**src/rtl/b64e_pkg.sv**
```systemverilog
`default_nettype none
// ----------------------------------------------------------------------------
// b64e_pkg
// Shared types, constants and the alphabet lookup for the base64 encoder.
// ----------------------------------------------------------------------------
package b64e_pkg;

    localparam logic [6:0] PAD_CHAR = 7'h3D;  // '='

    typedef struct packed {
        logic [7:0] data_byte;
        logic       final_byte;
    } t_in_item;

    typedef struct packed {
        logic [6:0] code_char;
        logic       end_of_output;
    } t_out_item;

    // One group handed from the front to the back.
    typedef struct packed {
        logic [23:0] word;    // first byte in the top eight bits
        logic [1:0]  nbytes;  // 1 to 3 real bytes in the word
        logic        last;    // group closes the message
    } t_group;

    typedef struct packed {
        logic full;
        logic empty;
    } t_q_status;

    // Standard alphabet: A-Z, a-z, 0-9, '+', '/'.
    function automatic logic [6:0] b64_char(input logic [5:0] v);
        logic [6:0] c;
        if (v < 6'd26) begin
            c = 7'h41 + {1'b0, v};
        end else if (v < 6'd52) begin
            c = 7'h61 + {1'b0, v} - 7'd26;
        end else if (v < 6'd62) begin
            c = 7'h30 + {1'b0, v} - 7'd52;
        end else if (v == 6'd62) begin
            c = 7'h2B;
        end else begin
            c = 7'h2F;
        end
        return c;
    endfunction

endpackage
`default_nettype wire

```
**src/rtl/base64_stream_encoder.sv**
```systemverilog
`default_nettype none
// ----------------------------------------------------------------------------
// base64_stream_encoder
// Streaming base64 encoder, standard alphabet with '=' padding.
// ----------------------------------------------------------------------------
//   channel | direction | handshake          | payload
//   input   | in        | i_valid / o_stall  | i_item  (data_byte, final_byte)
//   output  | out       | o_valid / i_stall  | o_item  (code_char, end_of_output)
//
// One byte is taken per cycle while the group queue has room; one character
// leaves per cycle from the output register while the output is not stalled.
// A byte that closes a group is pushed into the queue, taken into the back's
// group register, and its first character is then registered for output.
// Reset is synchronous and clears the group count, queue pointers and valids.
// A stall on the output holds the character register; the queue soaks up
// groups so the input keeps flowing until it fills.
// ----------------------------------------------------------------------------
module base64_stream_encoder #(
    parameter int Q_DEPTH = 2
) (
    input  wire                  i_clk,
    input  wire                  i_rst_n,
    input  wire                  i_valid,
    output logic                 o_stall,
    input  b64e_pkg::t_in_item   i_item,
    output logic                 o_valid,
    input  wire                  i_stall,
    output b64e_pkg::t_out_item  o_item
);
    import b64e_pkg::*;

    t_group    w_push_group;
    t_group    w_head_group;
    t_q_status w_q_status;
    logic      w_push;
    logic      w_pop;

    // Front: gather bytes, close groups on the third or final byte.
    b64e_front u_front (
        .i_clk      (i_clk),
        .i_rst_n    (i_rst_n),
        .i_valid    (i_valid),
        .o_stall    (o_stall),
        .i_item     (i_item),
        .i_q_status (w_q_status),
        .o_push     (w_push),
        .o_group    (w_push_group)
    );

    // Queue: decouple byte intake from character output.
    b64e_queue #(
        .DEPTH (Q_DEPTH)
    ) u_queue (
        .i_clk    (i_clk),
        .i_rst_n  (i_rst_n),
        .i_push   (w_push),
        .i_group  (w_push_group),
        .i_pop    (w_pop),
        .o_group  (w_head_group),
        .o_status (w_q_status)
    );

    // Back: emit four characters per group, padding short final groups.
    b64e_back u_back (
        .i_clk      (i_clk),
        .i_rst_n    (i_rst_n),
        .i_group    (w_head_group),
        .i_q_status (w_q_status),
        .o_pop      (w_pop),
        .o_valid    (o_valid),
        .i_stall    (i_stall),
        .o_item     (o_item)
    );

endmodule
`default_nettype wire

```
**src/rtl/b64e_front.sv**
```systemverilog
`default_nettype none
// ----------------------------------------------------------------------------
// b64e_front
// Gathers input bytes into groups of three and pushes each closed group.
// ----------------------------------------------------------------------------
module b64e_front (
    input  wire                  i_clk,
    input  wire                  i_rst_n,
    input  wire                  i_valid,
    output logic                 o_stall,
    input  b64e_pkg::t_in_item   i_item,
    input  b64e_pkg::t_q_status  i_q_status,
    output logic                 o_push,
    output b64e_pkg::t_group     o_group
);
    import b64e_pkg::*;

    logic [1:0]  r_count;
    logic [1:0]  n_count;
    logic [15:0] r_bytes;
    logic [15:0] n_bytes;
    logic        w_accept;

    assign o_stall  = i_q_status.full;
    assign w_accept = i_valid && !o_stall;
    // Close the group on its third byte or on the final byte.
    assign o_push   = w_accept && (i_item.final_byte || r_count == 2'd2);

    always_comb begin
        o_group.nbytes = r_count + 2'd1;
        o_group.last   = i_item.final_byte;
        unique case (r_count)
            2'd0:    o_group.word = {i_item.data_byte, 16'h0000};
            2'd1:    o_group.word = {r_bytes[7:0], i_item.data_byte, 8'h00};
            default: o_group.word = {r_bytes, i_item.data_byte};
        endcase
    end

    always_comb begin
        n_count = r_count;
        n_bytes = r_bytes;
        if (o_push) begin
            n_count = 2'd0;
            n_bytes = 16'h0000;
        end else if (w_accept) begin
            n_count = r_count + 2'd1;
            n_bytes = {r_bytes[7:0], i_item.data_byte};
        end
    end

    always_ff @(posedge i_clk) begin
        if (!i_rst_n) begin
            r_count <= 2'd0;
            r_bytes <= 16'h0000;
        end else begin
            r_count <= n_count;
            r_bytes <= n_bytes;
        end
    end

endmodule
`default_nettype wire

```
**src/rtl/b64e_queue.sv**
```systemverilog
`default_nettype none
// ----------------------------------------------------------------------------
// b64e_queue
// Short first-in first-out queue of groups between front and back.
// ----------------------------------------------------------------------------
module b64e_queue #(
    parameter int DEPTH = 2
) (
    input  wire                  i_clk,
    input  wire                  i_rst_n,
    input  wire                  i_push,
    input  b64e_pkg::t_group     i_group,
    input  wire                  i_pop,
    output b64e_pkg::t_group     o_group,
    output b64e_pkg::t_q_status  o_status
);
    import b64e_pkg::*;

    localparam int PW = (DEPTH > 1) ? $clog2(DEPTH) : 1;
    localparam int CW = $clog2(DEPTH + 1);

    t_group        r_slot [DEPTH];
    logic [PW-1:0] r_wr;
    logic [PW-1:0] r_rd;
    logic [CW-1:0] r_cnt;
    logic [PW-1:0] n_wr;
    logic [PW-1:0] n_rd;
    logic [CW-1:0] n_cnt;

    assign o_status.full  = (r_cnt == CW'(DEPTH));
    assign o_status.empty = (r_cnt == '0);
    assign o_group        = r_slot[r_rd];

    always_comb begin
        n_wr  = r_wr;
        n_rd  = r_rd;
        n_cnt = r_cnt;
        if (i_push) begin
            n_wr = (r_wr == PW'(DEPTH - 1)) ? '0 : r_wr + 1'b1;
        end
        if (i_pop) begin
            n_rd = (r_rd == PW'(DEPTH - 1)) ? '0 : r_rd + 1'b1;
        end
        case ({i_push, i_pop})
            2'b10:   n_cnt = r_cnt + 1'b1;
            2'b01:   n_cnt = r_cnt - 1'b1;
            default: n_cnt = r_cnt;
        endcase
    end

    always_ff @(posedge i_clk) begin
        if (!i_rst_n) begin
            r_wr  <= '0;
            r_rd  <= '0;
            r_cnt <= '0;
        end else begin
            r_wr  <= n_wr;
            r_rd  <= n_rd;
            r_cnt <= n_cnt;
        end
    end

    always_ff @(posedge i_clk) begin
        if (i_push) begin
            r_slot[r_wr] <= i_group;
        end
    end

`ifndef SYNTHESIS
    a_no_overflow: assert property (@(posedge i_clk) disable iff (!i_rst_n)
        i_push && !i_pop |-> !o_status.full)
        else $error("group pushed into a full queue");
    a_no_underflow: assert property (@(posedge i_clk) disable iff (!i_rst_n)
        i_pop |-> !o_status.empty)
        else $error("group popped from an empty queue");
    a_count_bound: assert property (@(posedge i_clk) disable iff (!i_rst_n)
        r_cnt <= CW'(DEPTH))
        else $error("queue count beyond depth");
`endif

endmodule
`default_nettype wire

```
**src/rtl/b64e_back.sv**
```systemverilog
`default_nettype none
// ----------------------------------------------------------------------------
// b64e_back
// Expands each group into four characters, one per cycle while the output is
// not stalled, into the output register.
// ----------------------------------------------------------------------------
module b64e_back (
    input  wire                  i_clk,
    input  wire                  i_rst_n,
    input  b64e_pkg::t_group     i_group,
    input  b64e_pkg::t_q_status  i_q_status,
    output logic                 o_pop,
    output logic                 o_valid,
    input  wire                  i_stall,
    output b64e_pkg::t_out_item  o_item
);
    import b64e_pkg::*;

    t_group    r_grp;
    logic      r_busy;
    logic      n_busy;
    logic [1:0] r_idx;
    logic [1:0] n_idx;
    logic      r_out_valid;
    logic      n_out_valid;
    t_out_item r_out;
    t_out_item w_char;
    logic [5:0] w_sextet;
    logic      w_out_free;
    logic      w_load;

    assign w_out_free = !r_out_valid || !i_stall;
    assign w_load     = r_busy && w_out_free;
    // Take the next group when idle or while its predecessor sends its last char.
    assign o_pop      = !i_q_status.empty && (!r_busy || (w_load && r_idx == 2'd3));

    always_comb begin
        unique case (r_idx)
            2'd0:    w_sextet = r_grp.word[23:18];
            2'd1:    w_sextet = r_grp.word[17:12];
            2'd2:    w_sextet = r_grp.word[11:6];
            default: w_sextet = r_grp.word[5:0];
        endcase
        w_char.code_char     = b64_char(w_sextet);
        w_char.end_of_output = (r_idx == 2'd3) && r_grp.last;
        if ((r_idx == 2'd3 && r_grp.nbytes < 2'd3) ||
            (r_idx == 2'd2 && r_grp.nbytes < 2'd2)) begin
            w_char.code_char = PAD_CHAR;
        end
    end

    always_comb begin
        n_busy      = r_busy;
        n_idx       = r_idx;
        n_out_valid = r_out_valid && i_stall;
        if (w_load) begin
            n_out_valid = 1'b1;
            n_idx       = r_idx + 2'd1;
            if (r_idx == 2'd3) begin
                n_busy = 1'b0;
            end
        end
        if (o_pop) begin
            n_busy = 1'b1;
            n_idx  = 2'd0;
        end
    end

    always_ff @(posedge i_clk) begin
        if (!i_rst_n) begin
            r_busy      <= 1'b0;
            r_idx       <= 2'd0;
            r_out_valid <= 1'b0;
        end else begin
            r_busy      <= n_busy;
            r_idx       <= n_idx;
            r_out_valid <= n_out_valid;
        end
    end

    always_ff @(posedge i_clk) begin
        if (o_pop) begin
            r_grp <= i_group;
        end
        if (w_load) begin
            r_out <= w_char;
        end
    end

    assign o_valid = r_out_valid;
    assign o_item  = r_out;

`ifndef SYNTHESIS
    a_idle_idx: assert property (@(posedge i_clk) disable iff (!i_rst_n)
        !r_busy |-> r_idx == 2'd0)
        else $error("character index moved while idle");
    a_group_wrap: assert property (@(posedge i_clk) disable iff (!i_rst_n)
        w_load && r_idx == 2'd3 |=> r_idx == 2'd0)
        else $error("character index did not wrap after fourth char");
    a_pop_when_free: assert property (@(posedge i_clk) disable iff (!i_rst_n)
        o_pop && r_busy |-> w_load && r_idx == 2'd3)
        else $error("group taken while previous group still unfinished");
`endif

endmodule
`default_nettype wire
```
**config.mk**
```make
export PLATFORM = sky130hd
export DESIGN_NAME = base64_stream_encoder
export DESIGN_NICKNAME = d
export VERILOG_FILES = /design/src/rtl/b64e_pkg.sv /design/src/rtl/base64_stream_encoder.sv /design/src/rtl/b64e_front.sv /design/src/rtl/b64e_queue.sv /design/src/rtl/b64e_back.sv
export SDC_FILE = /design/constraint.sdc
export NUM_CORES = 1
export LEC_CHECK = 0
export BUFFER_PORTS_ARGS = -buffer_cell sky130_fd_sc_hd__buf_2
export CORE_ASPECT_RATIO = 0.6
export CORE_MARGIN = 8
export CORE_UTILIZATION = 50
export CTS_CLUSTER_SIZE = 25
export DETAILED_ROUTE_END_ITERATION = 8
export PLACE_DENSITY = 0.67
export SKIP_LAST_GASP = 1
export SLEW_MARGIN = 25
export SYNTH_ARGS = -nofsm -noshare
export SYNTH_HDL_FRONTEND = slang
export SYNTH_HIERARCHICAL = 1
export SYNTH_SLANG_ARGS = --single-unit
```
**constraint.sdc**
```tcl
create_clock -name i_clk -period 3.9 [get_ports i_clk]
set_input_delay 0.78 -clock i_clk [delete_from_list [all_inputs] [get_ports i_clk]]
set_output_delay 0.78 -clock i_clk [all_outputs]
set_load 0.03 [all_outputs]
```
Word-level counts from Yosys, hierarchy flattened:

Memories as Yosys holds them, arrays and structs flattened. A register that Yosys moved wholly into a read port is not among the register bits.
Index checks and enable logic that the tools add are counted.

* register bits: 34
* bits in writable memories: 54
* output and inout port bits: 10
* memories kept: 1

* $add $sub $neg: 11
* magnitude comparators: 5
* equality and inequality tests: 9
* mux-type cells: 15
* bitwise logic cells: 1
* reductions and logical operators: 27

Memories
* u_queue.r_slot: depth 2, bits a word 27, rd ports 1, clocked after Yosys merged registers in 1, write ports 1, line b64e_queue.sv:22 `t_group r_slot [DEPTH];`

Operator list (number)
* 24-bit case mux with 2 select lines: 1
* 7-bit 2-to-1 mux: 3
* 6-bit case mux with 3 select lines: 1
* 7-bit by 6-bit adder with 7-bit output, first input constant: 2
* 6-bit less-than comparator, second input constant: 2
* 2-bit == test, second input constant: 5
* 1-bit logical AND: 9
* 1-bit 2-to-1 mux: 8
* 6-bit by 6-bit adder with 7-bit output, first input constant: 1
* 7-bit by 5-bit subtractor with 7-bit output, second input constant: 1
* 7-bit by 6-bit subtractor with 7-bit output, second input constant: 1
* 2-bit by 1-bit adder with 2-bit output, second input constant: 3
* 2-bit by 1-bit == test with 1-bit output, second input constant: 3
* 6-bit == test, second input constant: 1
* 2-bit logical NOT: 3
* 6-bit by 5-bit less-than comparator with 1-bit output, second input constant: 1
* 2-bit nonzero test: 3
* 1-bit logical NOT: 5
* 1-bit logical OR: 4
* 2-bit less-than comparator, second input constant: 2
* 2-bit case mux with 2 select lines: 1
* 2-bit OR reduction: 2
* 3-bit 2-to-1 mux: 1
* 1-bit adder, second input constant: 2
* 3 further kinds: 3

Depth between registers and ports, before layout:

Gate-level depths: netlist of the first run.

* depth in word-level cells: 8
* gate-level depth with buffers: 12
* depth with buffers taken out: 11

Hierarchy:

Netlist of the first run, hierarchy kept.

By module, submodules not included
* b64e_queue: times used 1, cells an instance 106, area each 2159.6 um2, sequential area each 1721.7 um2
* b64e_back: times used 1, cells an instance 164, area each 1923.1 um2, sequential area each 1131.1 um2
* b64e_front: times used 1, cells an instance 151, area each 1108.6 um2, sequential area each 360.3 um2

Worst setup path after synthesis of the first run:

OpenSTA, ideal clock, no wires.

* kind: in2reg
* from: input i_stall
* to: register u_queue.r_cnt[1]
* setup time: 70 ps
* arrival: 3136 ps
* slack: 694 ps
* stages on the path: 6
* buffers on the path: 0
* path through: nand2_1 -> a21boi_0 -> nor2_1 -> ha_1 -> or3_1 -> a21boi_1

* word-level cells in the longest chain between the ends: 8

Ends and longest elaborated chain
* from (decl): line base64_stream_encoder.sv:27 `input wire i_stall,`
* 1-bit logical NOT *: line b64e_back.sv:32 `assign w_out_free = !r_out_valid || !i_stall;`
* 1-bit logical OR *: line b64e_back.sv:32
* 1-bit logical AND *: line b64e_back.sv:33 `assign w_load = r_busy && w_out_free;`
* 1-bit logical AND *: line b64e_back.sv:35 `assign o_pop = !i_q_status.empty && (!r_busy || (w_load && r_idx == 2'd3));`
* 1-bit logical OR *: line b64e_back.sv:35
* 1-bit logical AND *: line b64e_back.sv:35
* named net w_pop: line base64_stream_encoder.sv:36 `logic w_pop;`
* 2-bit by 1-bit == test with 1-bit output or 2-bit == test (tied branches): line b64e_queue.sv:44 `case ({i_push, i_pop})`
* 2-bit case mux with 2 select lines or 2-bit nonzero test (tied branches)
* to (signal assigned): line b64e_queue.sv:59 `r_cnt <= n_cnt;`
* to (decl): line b64e_queue.sv:25 `logic [CW-1:0] r_cnt;`

The timed path passes the listed nets; every way through them passes the cells marked *.
A chain may end at the register's enable or synchronous reset.

Final worst setup path of the first run:

* from: register u_back.r_idx[0]
* to: register u_back.r_out, in the netlist u_back/o_item[5] (data pin)

* word-level cells in the longest chain between the ends: 7

Ends and longest elaborated chain
* from (decl): line b64e_back.sv:22 `logic [1:0] r_idx;`
* from (signal assigned): line b64e_back.sv:76 `r_idx <= n_idx;`
* 2-bit == test (tied with other cells): line b64e_back.sv:38, b64e_back.sv:47
* 6-bit case mux with 3 select lines: line b64e_back.sv:38 `unique case (r_idx)`
* 6-bit by 6-bit adder with 7-bit output: line b64e_pkg.sv:40 `c = 7'h30 + {1'b0, v} - 7'd52;`
* 7-bit by 6-bit subtractor with 7-bit output: line b64e_pkg.sv:40
* 7-bit 2-to-1 mux: line b64e_pkg.sv:39 `end else if (v < 6'd62) begin`
* 7-bit 2-to-1 mux: line b64e_pkg.sv:37 `end else if (v < 6'd52) begin`
* 7-bit 2-to-1 mux: line b64e_pkg.sv:35 `if (v < 6'd26) begin`
* to (signal assigned): line b64e_back.sv:86 `r_out <= w_char;`
* to (decl): line b64e_back.sv:26 `t_out_item r_out;`

Parallel ways exist; a longest one is shown, timed or not.

==> impl_results.html, run 1 <==
<table>
<tr><th>Metric</th><th>Value</th></tr>
<tr><th colspan="2">Status</th></tr>
<tr><td>Run status</td><td>finished, final reports clean</td></tr>
<tr><th colspan="2">Timing</th></tr>
<tr><td>Setup repair after global routing missed its margin</td><td>false</td></tr>
<tr><td>Worst clock skew</td><td>0.00544 ns</td></tr>
<tr><td>Maximum clock rate</td><td>338 MHz</td></tr>
<tr><td>Transition time at the pin with the least slew margin</td><td>0.728 ns</td></tr>
<tr><td>Hold Vio Cnt, Final</td><td>0</td></tr>
<tr><td>Relative slew slack</td><td>51.5%</td></tr>
<tr><td>Post-route setup TNS</td><td>0 ns</td></tr>
<tr><td>Period utilisation layout</td><td>76.0%</td></tr>
<tr><td>Worst-case hold slack</td><td>0.455 ns</td></tr>
<tr><td>Final setup violating endpoints</td><td>0</td></tr>
<tr><td>Period minus WS final</td><td>2.96 ns</td></tr>
<tr><td>Final Max Tran Viols</td><td>0</td></tr>
<tr><th colspan="2">Worst setup path</th></tr>
<tr><td>Critical Path AT</td><td>3.09 ns</td></tr>
<tr><td>Startpoint of the worst-slack reg-to-reg timing path</td><td>u_back/r_idx[0]$_SDFFE_PP0P_</td></tr>
<tr><td>Data required time of the critical path</td><td>4.03 ns</td></tr>
<tr><td>Startpoint class of the critical path</td><td>flip-flop</td></tr>
<tr><td>Crit. End Element</td><td>flip-flop</td></tr>
<tr><td>Worst setup startpoint</td><td>u_back/r_idx[0]$_SDFFE_PP0P_</td></tr>
<tr><td>CP max FO</td><td>16</td></tr>
<tr><td>Start-to-end type of the worst setup path</td><td>reg2reg</td></tr>
<tr><th colspan="2">Die</th></tr>
<tr><td>Number of placement rows</td><td>28</td></tr>
<tr><td>Placeable core region</td><td>9980 sq um</td></tr>
<tr><td>Overall die width</td><td>148 um</td></tr>
<tr><td>Top Ports</td><td>23</td></tr>
<tr><td>Y dimension of the die</td><td>94.9 um</td></tr>
<tr><td>Effective utilization at floorplan</td><td>52.0%</td></tr>
<tr><td>Die Area</td><td>14000 sq um</td></tr>
<tr><th colspan="2">Synthesis</th></tr>
<tr><td>Top_reg_cell synth</td><td>edfxtp_1</td></tr>
<tr><td>Mapped Cells</td><td>421</td></tr>
<tr><td>Synth Area per Inst</td><td>12.3 sq um</td></tr>
<tr><td>Net count after synthesis</td><td>445</td></tr>
<tr><td>Post-synth cell types</td><td>59</td></tr>
<tr><td>Register bit total from synthesis</td><td>116</td></tr>
<tr><td>Number of flops mapped to enable cells by yosys</td><td>89</td></tr>
<tr><td>Async set or reset register ratio after synthesis</td><td>0%</td></tr>
<tr><td>Total number of yosys warnings</td><td>6</td></tr>
<tr><td>Syn Std Cell Area</td><td>5190 sq um</td></tr>
<tr><td>Sequential-to-total area share from yosys stat</td><td>61.9%</td></tr>
<tr><th colspan="2">Power</th></tr>
<tr><td>Pwr Density</td><td>849 nW/um^2</td></tr>
<tr><td>Max IR drop VDD</td><td>0.000460 V</td></tr>
<tr><td>Static Leak</td><td>2.13 nW</td></tr>
<tr><th colspan="2">Flow run</th></tr>
<tr><td>Max-cap violations</td><td>0</td></tr>
<tr><th colspan="2">Layout</th></tr>
<tr><td>Share of cells above drive strength 1</td><td>22.6%</td></tr>
<tr><td>Sequential cell area</td><td>3210 sq um</td></tr>
<tr><td>Layout overhead on the synthesized area</td><td>14.6%</td></tr>
<tr><td>Total area of multi-input combinational cells</td><td>1790 sq um</td></tr>
<tr><td>Fillcell total</td><td>782</td></tr>
<tr><td>Final Non-Filler Cells</td><td>596</td></tr>
<tr><td># nets final</td><td>473</td></tr>
<tr><td>Antenna diode count</td><td>0</td></tr>
<tr><th colspan="2">Clock tree</th></tr>
<tr><td>Worst-skew pair later-pin latency</td><td>0.41 ns</td></tr>
<tr><td>H-tree depth</td><td>4</td></tr>
<tr><td>CTS sink cnt</td><td>116</td></tr>
<tr><td>Post-CTS clock slew at the launch and capture registers of the worst setup and hold paths</td><td>0.05 ns</td></tr>
<tr><td>Root Buffer Master</td><td>clkbuf_16</td></tr>
<tr><td>Maximum number of buffers from clock root to sink</td><td>2</td></tr>
<tr><td>Number of buffers inserted by post-CTS setup repair</td><td>0</td></tr>
<tr><td>Hold-fix buffer count after cts</td><td>0</td></tr>
<tr><td>Cts bufs inserted</td><td>17</td></tr>
<tr><td>CTS tree</td><td>yes</td></tr>
<tr><td>Cts repair resizes</td><td>0</td></tr>
<tr><th colspan="2">Detailed routing</th></tr>
<tr><td>Pre-antenna DRT Iters</td><td>5</td></tr>
<tr><td>DR vias</td><td>3291</td></tr>
<tr><td>Sum of routed wire length over all layers</td><td>10200 um</td></tr>
<tr><td>Via-per-instance ratio</td><td>5.52</td></tr>
<tr><td>Starting DRT DRC Count</td><td>369</td></tr>
<tr><td>Remaining DRCs</td><td>0</td></tr>
<tr><td>Number of routed nets with antenna violations</td><td>0</td></tr>
<tr><td>Routed length per placed instance</td><td>17.0 um</td></tr>
<tr><th colspan="2">GRT</th></tr>
<tr><td>Maximum number of pins on one net before global-route repair</td><td>30</td></tr>
<tr><td>Remaining global-route overflow</td><td>0</td></tr>
<tr><td>Global-route wire length before repair</td><td>16700 um</td></tr>
<tr><td>Global Route Usage Sum</td><td>15.6%</td></tr>
<tr><td>Vias in the first global route</td><td>3177</td></tr>
<tr><td>Number of antenna violations at the first check in global routing</td><td>0</td></tr>
<tr><th colspan="2">Worst hold path</th></tr>
<tr><td>Hold Crit Class</td><td>reg2reg</td></tr>
<tr><td>Launch point of the worst hold path</td><td>u_front/r_bytes[15]$_SDFFE_PP0P_</td></tr>
<tr><th colspan="2">Placed design</th></tr>
<tr><td>Placed instance count</td><td>565</td></tr>
<tr><td>Post-detailed-placement half-perimeter wirelength</td><td>6790 um</td></tr>
<tr><td>GP Congestion</td><td>0.852</td></tr>
<tr><td>Number of buffers added on ports</td><td>22</td></tr>
</table>
[logic make-up (layout without fill, tap and decap cells)]
family / after synthesis / after routing / share of synthesized area (%)
AND/OR/NAND/NOR: 135 / 135 / 12.1
AO/OA/AOI/OAI: 91 / 91 / 12.3
flip-flops: 116 / 116 / 61.9
multiplexers: 29 / 29 / 6.34
buffers and inverters: 33 / 73 / 3.71
adder cells (fa/ha/maj): 11 / 11 / 2.65
XOR/XNOR: 6 / 6 / 1.01
[layer usage]
metal	global-route usage, %	routed length [um]
met1	20.7	4810
met2	23.1	4400
met3	5.11	771
met4	6.75	173
met5	0	0
[through the flow]
step / total power, mW / instance area [sq um] / setup WS, ns / utilization, %
detailed placement: 3.54 / 5380 / 1.08 / 53.9
CTS: 5.06 / 5950 / 1.05 / 59.6
global placement: 3.52 / 5380 / 1.20 / 53.8
floorplan: 3.16 / 5190 / 0.694 / -
global route: 5.34 / 5950 / 0.725 / 59.6
finish: 5.05 / 5950 / 0.937 / 59.6
[registers in the layout, indices dropped and copies added, names as in the netlist, named ones only]
signal and cells:
u_front/r_count 2, u_queue/r_rd 1, u_queue/r_wr 1, u_back/r_grp 27, u_back/o_item 8, u_queue/r_slot 54
u_back/r_idx 2, u_back/o_valid 1, u_queue/r_cnt 2, u_front/r_bytes 16, u_back/r_busy 1
[critical path: stages, from the launching register on]
cell	delay, ns
dfxtp_1	0.39
ha_1	0.55
a21oi_1	0.12
a22o_1	0.28
inv_1	0.26
ha_1	0.34
inv_1	0.13
and3_1	0.16
o21ai_0	0.16
o2111a_1	0.21
o211ai_1	0.09
[Yosys cell counts, drive strengths merged (2+ instances only)]
library cell	number	share of area [%]
a31oi	3	0.48
and3	3	0.36
nor3	4	0.39
xnor2	5	0.84
a21oi	31	3.8
and2b	2	0.31
dfxtp	27	10
buf	17	2.6
nand3	3	0.29
nand2	75	5.5
o21a	3	0.43
or3	2	0.24
inv	15	1.1
a22o	2	0.36
a21boi	2	0.29
a22oi	14	2.1
and2	14	1.7
nand2b	9	1.2
nor2b	5	0.60
mux2	28	6.1
ha	11	2.7
nor2	16	1.2
edfxtp	89	51
o21ai	22	2.3
o211ai	2	0.29
[cell type report]
| cell class | count | area share, % |
|---|---|---|
| multi-input cells | 272 | 30.1 |
| clock buffers | 19 | 7.28 |
| flip-flops and latches | 116 | 54.0 |
| well taps | 135 | 2.84 |
| repair buffers | 27 | 2.48 |
| inverters | 15 | 0.946 |
| clock inverters | 12 | 2.33 |
[where the power goes]
part	internal, mW	switching (mW)	leakage (nW)	total [mW]
Combinational	0.622	1.05	0.801	1.67
Sequential	1.74	0.139	1.05	1.88
Clock	0.987	0.514	0.273	1.50
[path summary, 6_finish.rpt]
path	to	slack, ns	cells after the start
worst min-delay path	u_front/r_bytes[15]$_SDFFE_PP0P_	0.46	2
worst min register to register	u_front/r_bytes[15]$_SDFFE_PP0P_	0.46	2
worst max-delay path	u_back/o_item[5]$_SDFFCE_PP1P_	0.94	10
worst max register to register	u_back/o_item[5]$_SDFFCE_PP1P_	0.94	10
[placed cells by master, fill, tap and decap left out, types with 6 or more instances in the layout]
cell type,Yosys,final
o21ai_1,6,6
o21ai_0,15,15
and2_1,13,13
nor2_1,15,13
a21oi_1,20,20
clkbuf_16,0,17
a21oi_2,11,11
a22oi_1,13,13
mux2_2,27,27
nand2_1,74,74
dfxtp_1,27,26
inv_1,14,14
edfxtp_1,89,89
nand2b_1,8,8
buf_2,7,22
ha_1,11,11
Note: power is estimated with default switching activity, not from simulation.
==> inputs of run 2 (changes only) <==
==> constraint.sdc (replaced) <==
create_clock -name i_clk -period 3 [get_ports i_clk]
set_input_delay 0.6 -clock i_clk [delete_from_list [all_inputs] [get_ports i_clk]]
set_output_delay 0.6 -clock i_clk [all_outputs]
set_load 0.03 [all_outputs]
==> run 2 against run 1 <==
  * Sequential share of layout area fell by 0.67 points
  * Routed wire length decreased by 1.6%
  * Non-clock buffer count grew 2
  * Die area unchanged
  * Clock power rose by 41%
  * Cell count grew 0.50%
  * Critical endpoint unchanged
  * Total power increased by 33%
  * Design area grew 1.2%
  * Flip-flop and latch count unchanged
  * Largest power group unchanged
==> impl_results.html, run 2 (synthesis gave the netlist of run 1 again) <==
<table>
<tr><th>Metric</th><th>Value</th></tr>
<tr><th colspan="2">Status</th></tr>
<tr><td>Run status</td><td>finished, final reports clean</td></tr>
<tr><th colspan="2">GRT</th></tr>
<tr><td>Most crowded layer after global routing</td><td>met2</td></tr>
<tr><td>Number of antenna violations at the first check in global routing</td><td>0</td></tr>
<tr><td>Remaining global-route overflow</td><td>0</td></tr>
<tr><td>Global-route met2 utilization</td><td>22.5%</td></tr>
<tr><td>Routing usage on met3</td><td>5.87%</td></tr>
<tr><td>Maximum number of pins on one net before global-route repair</td><td>29</td></tr>
<tr><td>Vias in the first global route</td><td>3117</td></tr>
<tr><td>Global Route Usage Sum</td><td>15.1%</td></tr>
<tr><td>Met1 routing resource usage after global routing</td><td>19.8%</td></tr>
<tr><td>Global-route wire length before repair</td><td>16200 um</td></tr>
<tr><th colspan="2">Placed design</th></tr>
<tr><td>Number of buffers added on ports</td><td>22</td></tr>
<tr><td>Post-detailed-placement half-perimeter wirelength</td><td>6750 um</td></tr>
<tr><td>GP Congestion</td><td>0.930</td></tr>
<tr><td>Placed instance count</td><td>567</td></tr>
<tr><th colspan="2">Detailed routing</th></tr>
<tr><td>Remaining DRCs</td><td>0</td></tr>
<tr><td>Starting DRT DRC Count</td><td>277</td></tr>
<tr><td>Sum of routed wire length over all layers</td><td>9990 um</td></tr>
<tr><td>DR vias</td><td>3300</td></tr>
<tr><td>Routed length per placed instance</td><td>16.7 um</td></tr>
<tr><td>Via-per-instance ratio</td><td>5.51</td></tr>
<tr><td>Pre-antenna DRT Iters</td><td>5</td></tr>
<tr><td>Number of routed nets with antenna violations</td><td>0</td></tr>
<tr><th colspan="2">Worst setup path</th></tr>
<tr><td>WP buf/inv</td><td>3</td></tr>
<tr><td>Cells along the critical path</td><td>inv_1 -&gt; ha_1 -&gt; a22oi_1 -&gt; a22o_1 -&gt; inv_1 -&gt; ha_1 -&gt; inv_1 -&gt; and3_1 -&gt; o21ai_0 -&gt; o2111a_1 -&gt; o211ai_1</td></tr>
<tr><td>Cell occurring most often along the worst timing path</td><td>inv_1</td></tr>
<tr><td>Crit. End Element</td><td>flip-flop</td></tr>
<tr><td>Worst setup startpoint</td><td>u_back/r_idx[0]$_SDFFE_PP0P_</td></tr>
<tr><td>Slowest stage delay, CP</td><td>0.35 ns</td></tr>
<tr><td>Cell with the biggest individual delay on the critical path</td><td>dfxtp_1</td></tr>
<tr><td>CP max FO</td><td>11</td></tr>
<tr><td>Startpoint of the worst-slack reg-to-reg timing path</td><td>u_back/r_idx[0]$_SDFFE_PP0P_</td></tr>
<tr><td>Startpoint class of the critical path</td><td>flip-flop</td></tr>
<tr><td>Data required time of the critical path</td><td>3.13 ns</td></tr>
<tr><td>Critical Path AT</td><td>2.92 ns</td></tr>
<tr><td>Kind of cell adding the most delay to the critical path</td><td>compound AO/OA/AOI/OAI gates</td></tr>
<tr><td>Start-to-end type of the worst setup path</td><td>reg2reg</td></tr>
<tr><th colspan="2">Timing</th></tr>
<tr><td>Period utilisation layout</td><td>93.1%</td></tr>
<tr><td>Worst clock skew</td><td>0.00639 ns</td></tr>
<tr><td>Final setup violating endpoints</td><td>0</td></tr>
<tr><td>Post-route setup TNS</td><td>0 ns</td></tr>
<tr><td>Final Max Tran Viols</td><td>0</td></tr>
<tr><td>Maximum clock rate</td><td>358 MHz</td></tr>
<tr><td>Relative slew slack</td><td>48.9%</td></tr>
<tr><td>Setup repair after global routing missed its margin</td><td>false</td></tr>
<tr><td>Hold Vio Cnt, Final</td><td>0</td></tr>
<tr><td>Period minus WS final</td><td>2.79 ns</td></tr>
<tr><td>Transition time at the pin with the least slew margin</td><td>0.766 ns</td></tr>
<tr><th colspan="2">Power</th></tr>
<tr><td>Max IR drop VDD</td><td>0.000526 V</td></tr>
<tr><td>Overall power after layout</td><td>6.74 mW</td></tr>
<tr><td>Pwr Density</td><td>1120 nW/um^2</td></tr>
<tr><td>Static Leak</td><td>2.16 nW</td></tr>
<tr><th colspan="2">Layout</th></tr>
<tr><td>Leading cell type in the layout, fill and taps excluded</td><td>edfxtp_1</td></tr>
<tr><td># nets final</td><td>475</td></tr>
<tr><td>Max FFs per register</td><td>54</td></tr>
<tr><td>Final Non-Filler Cells</td><td>599</td></tr>
<tr><td>Antenna diode count</td><td>0</td></tr>
<tr><td>Fillcell total</td><td>794</td></tr>
<tr><td>Layout overhead on the synthesized area</td><td>16.0%</td></tr>
<tr><td>Share of cells above drive strength 1</td><td>24.1%</td></tr>
<tr><td>Register name with the most flops</td><td>u_queue/r_slot</td></tr>
<tr><td>Top flop regs</td><td>u_queue/r_slot: 54 flops, u_back/r_grp: 27 flops, u_front/r_bytes: 16 flops</td></tr>
<tr><td>Top library cells by usage in the layout, fill and taps aside</td><td>89 x edfxtp_1, 74 x nand2_1, 27 x dfxtp_1, 27 x mux2_2, 22 x buf_2</td></tr>
<tr><th colspan="2">Die</th></tr>
<tr><td>Effective utilization at floorplan</td><td>52.0%</td></tr>
<tr><td>Top Ports</td><td>23</td></tr>
<tr><td>Die Area</td><td>14000 sq um</td></tr>
<tr><td>Placeable core region</td><td>9980 sq um</td></tr>
<tr><td>Number of placement rows</td><td>28</td></tr>
<tr><td>Y dimension of the die</td><td>94.9 um</td></tr>
<tr><td>Overall die width</td><td>148 um</td></tr>
<tr><th colspan="2">Clock tree</th></tr>
<tr><td>Root Buffer Master</td><td>clkbuf_16</td></tr>
<tr><td>CTS tree</td><td>yes</td></tr>
<tr><td>H-tree depth</td><td>4</td></tr>
<tr><td>Cts bufs inserted</td><td>17</td></tr>
<tr><td>Hold-fix buffer count after cts</td><td>0</td></tr>
<tr><td>Worst-skew pair later-pin latency</td><td>0.41 ns</td></tr>
<tr><td>CTS sink cnt</td><td>116</td></tr>
<tr><td>Post-CTS clock slew at the launch and capture registers of the worst setup and hold paths</td><td>0.06 ns</td></tr>
<tr><td>Maximum number of buffers from clock root to sink</td><td>2</td></tr>
<tr><td>Number of buffers inserted by post-CTS setup repair</td><td>0</td></tr>
<tr><td>Cts repair resizes</td><td>0</td></tr>
<tr><th colspan="2">Worst hold path</th></tr>
<tr><td>Hold Crit Class</td><td>in2reg</td></tr>
<tr><td>Launch point of the worst hold path</td><td>i_item[0]</td></tr>
<tr><th colspan="2">Flow run</th></tr>
<tr><td>Max-cap violations</td><td>0</td></tr>
</table>
-- run 2: cell type report --
cell class / instances / area, sq um / area share (%)
sequential: 116 / 3210 / 53.4
multi-input combinational: 272 / 1790 / 29.7
clock buffer: 17 / 425 / 7.06
clock inverter: 15 / 205 / 3.41
tap: 135 / 169 / 2.80
timing repair buffer: 29 / 163 / 2.70
inverter: 15 / 56.3 / 0.935
-- run 2: per-layer routing --
metal | up-vias | part of all wire [%]
met3 | 16 | 7.3
met2 | 128 | 44
met4 | 0 | 1.0
met5 | - | 0
met1 | 1569 | 48
li1 | 1587 | -
-- run 2: worst paths after layout --
kind | slack (ns) | end | cells after the start
setup reg to reg | 0.21 | u_back/o_item[5]$_SDFFCE_PP1P_ | 11
hold / removal | 0.41 | u_queue/r_slot[1][0]$_DFFE_PP_ | 1
setup / recovery | 0.21 | u_back/o_item[5]$_SDFFCE_PP1P_ | 11
hold reg to reg | 0.46 | u_front/r_bytes[15]$_SDFFE_PP0P_ | 2
-- run 2: per-stage QoR --
stage / setup slack (ns) / util, % / hold slack (ns) / cell area [sq um]
after global placement: 0.482 / 54.0 / 0.444 / 5390
final: 0.206 / 60.3 / 0.413 / 6020
after detailed placement: 0.305 / 54.0 / 0.462 / 5390
after CTS: 0.288 / 60.3 / 0.395 / 6020
after floorplan: 0.152 / - / 0.437 / 5190
after global routing: 0.0640 / 60.3 / 0.400 / 6020
-- run 2: report_power, final --
part | leakage, nW | switching (mW) | total, mW | internal (mW)
sequential | 1.05 | 0.172 | 2.44 | 2.26
clock | 0.300 | 0.726 | 2.12 | 1.39
combinational | 0.811 | 1.37 | 2.18 | 0.811
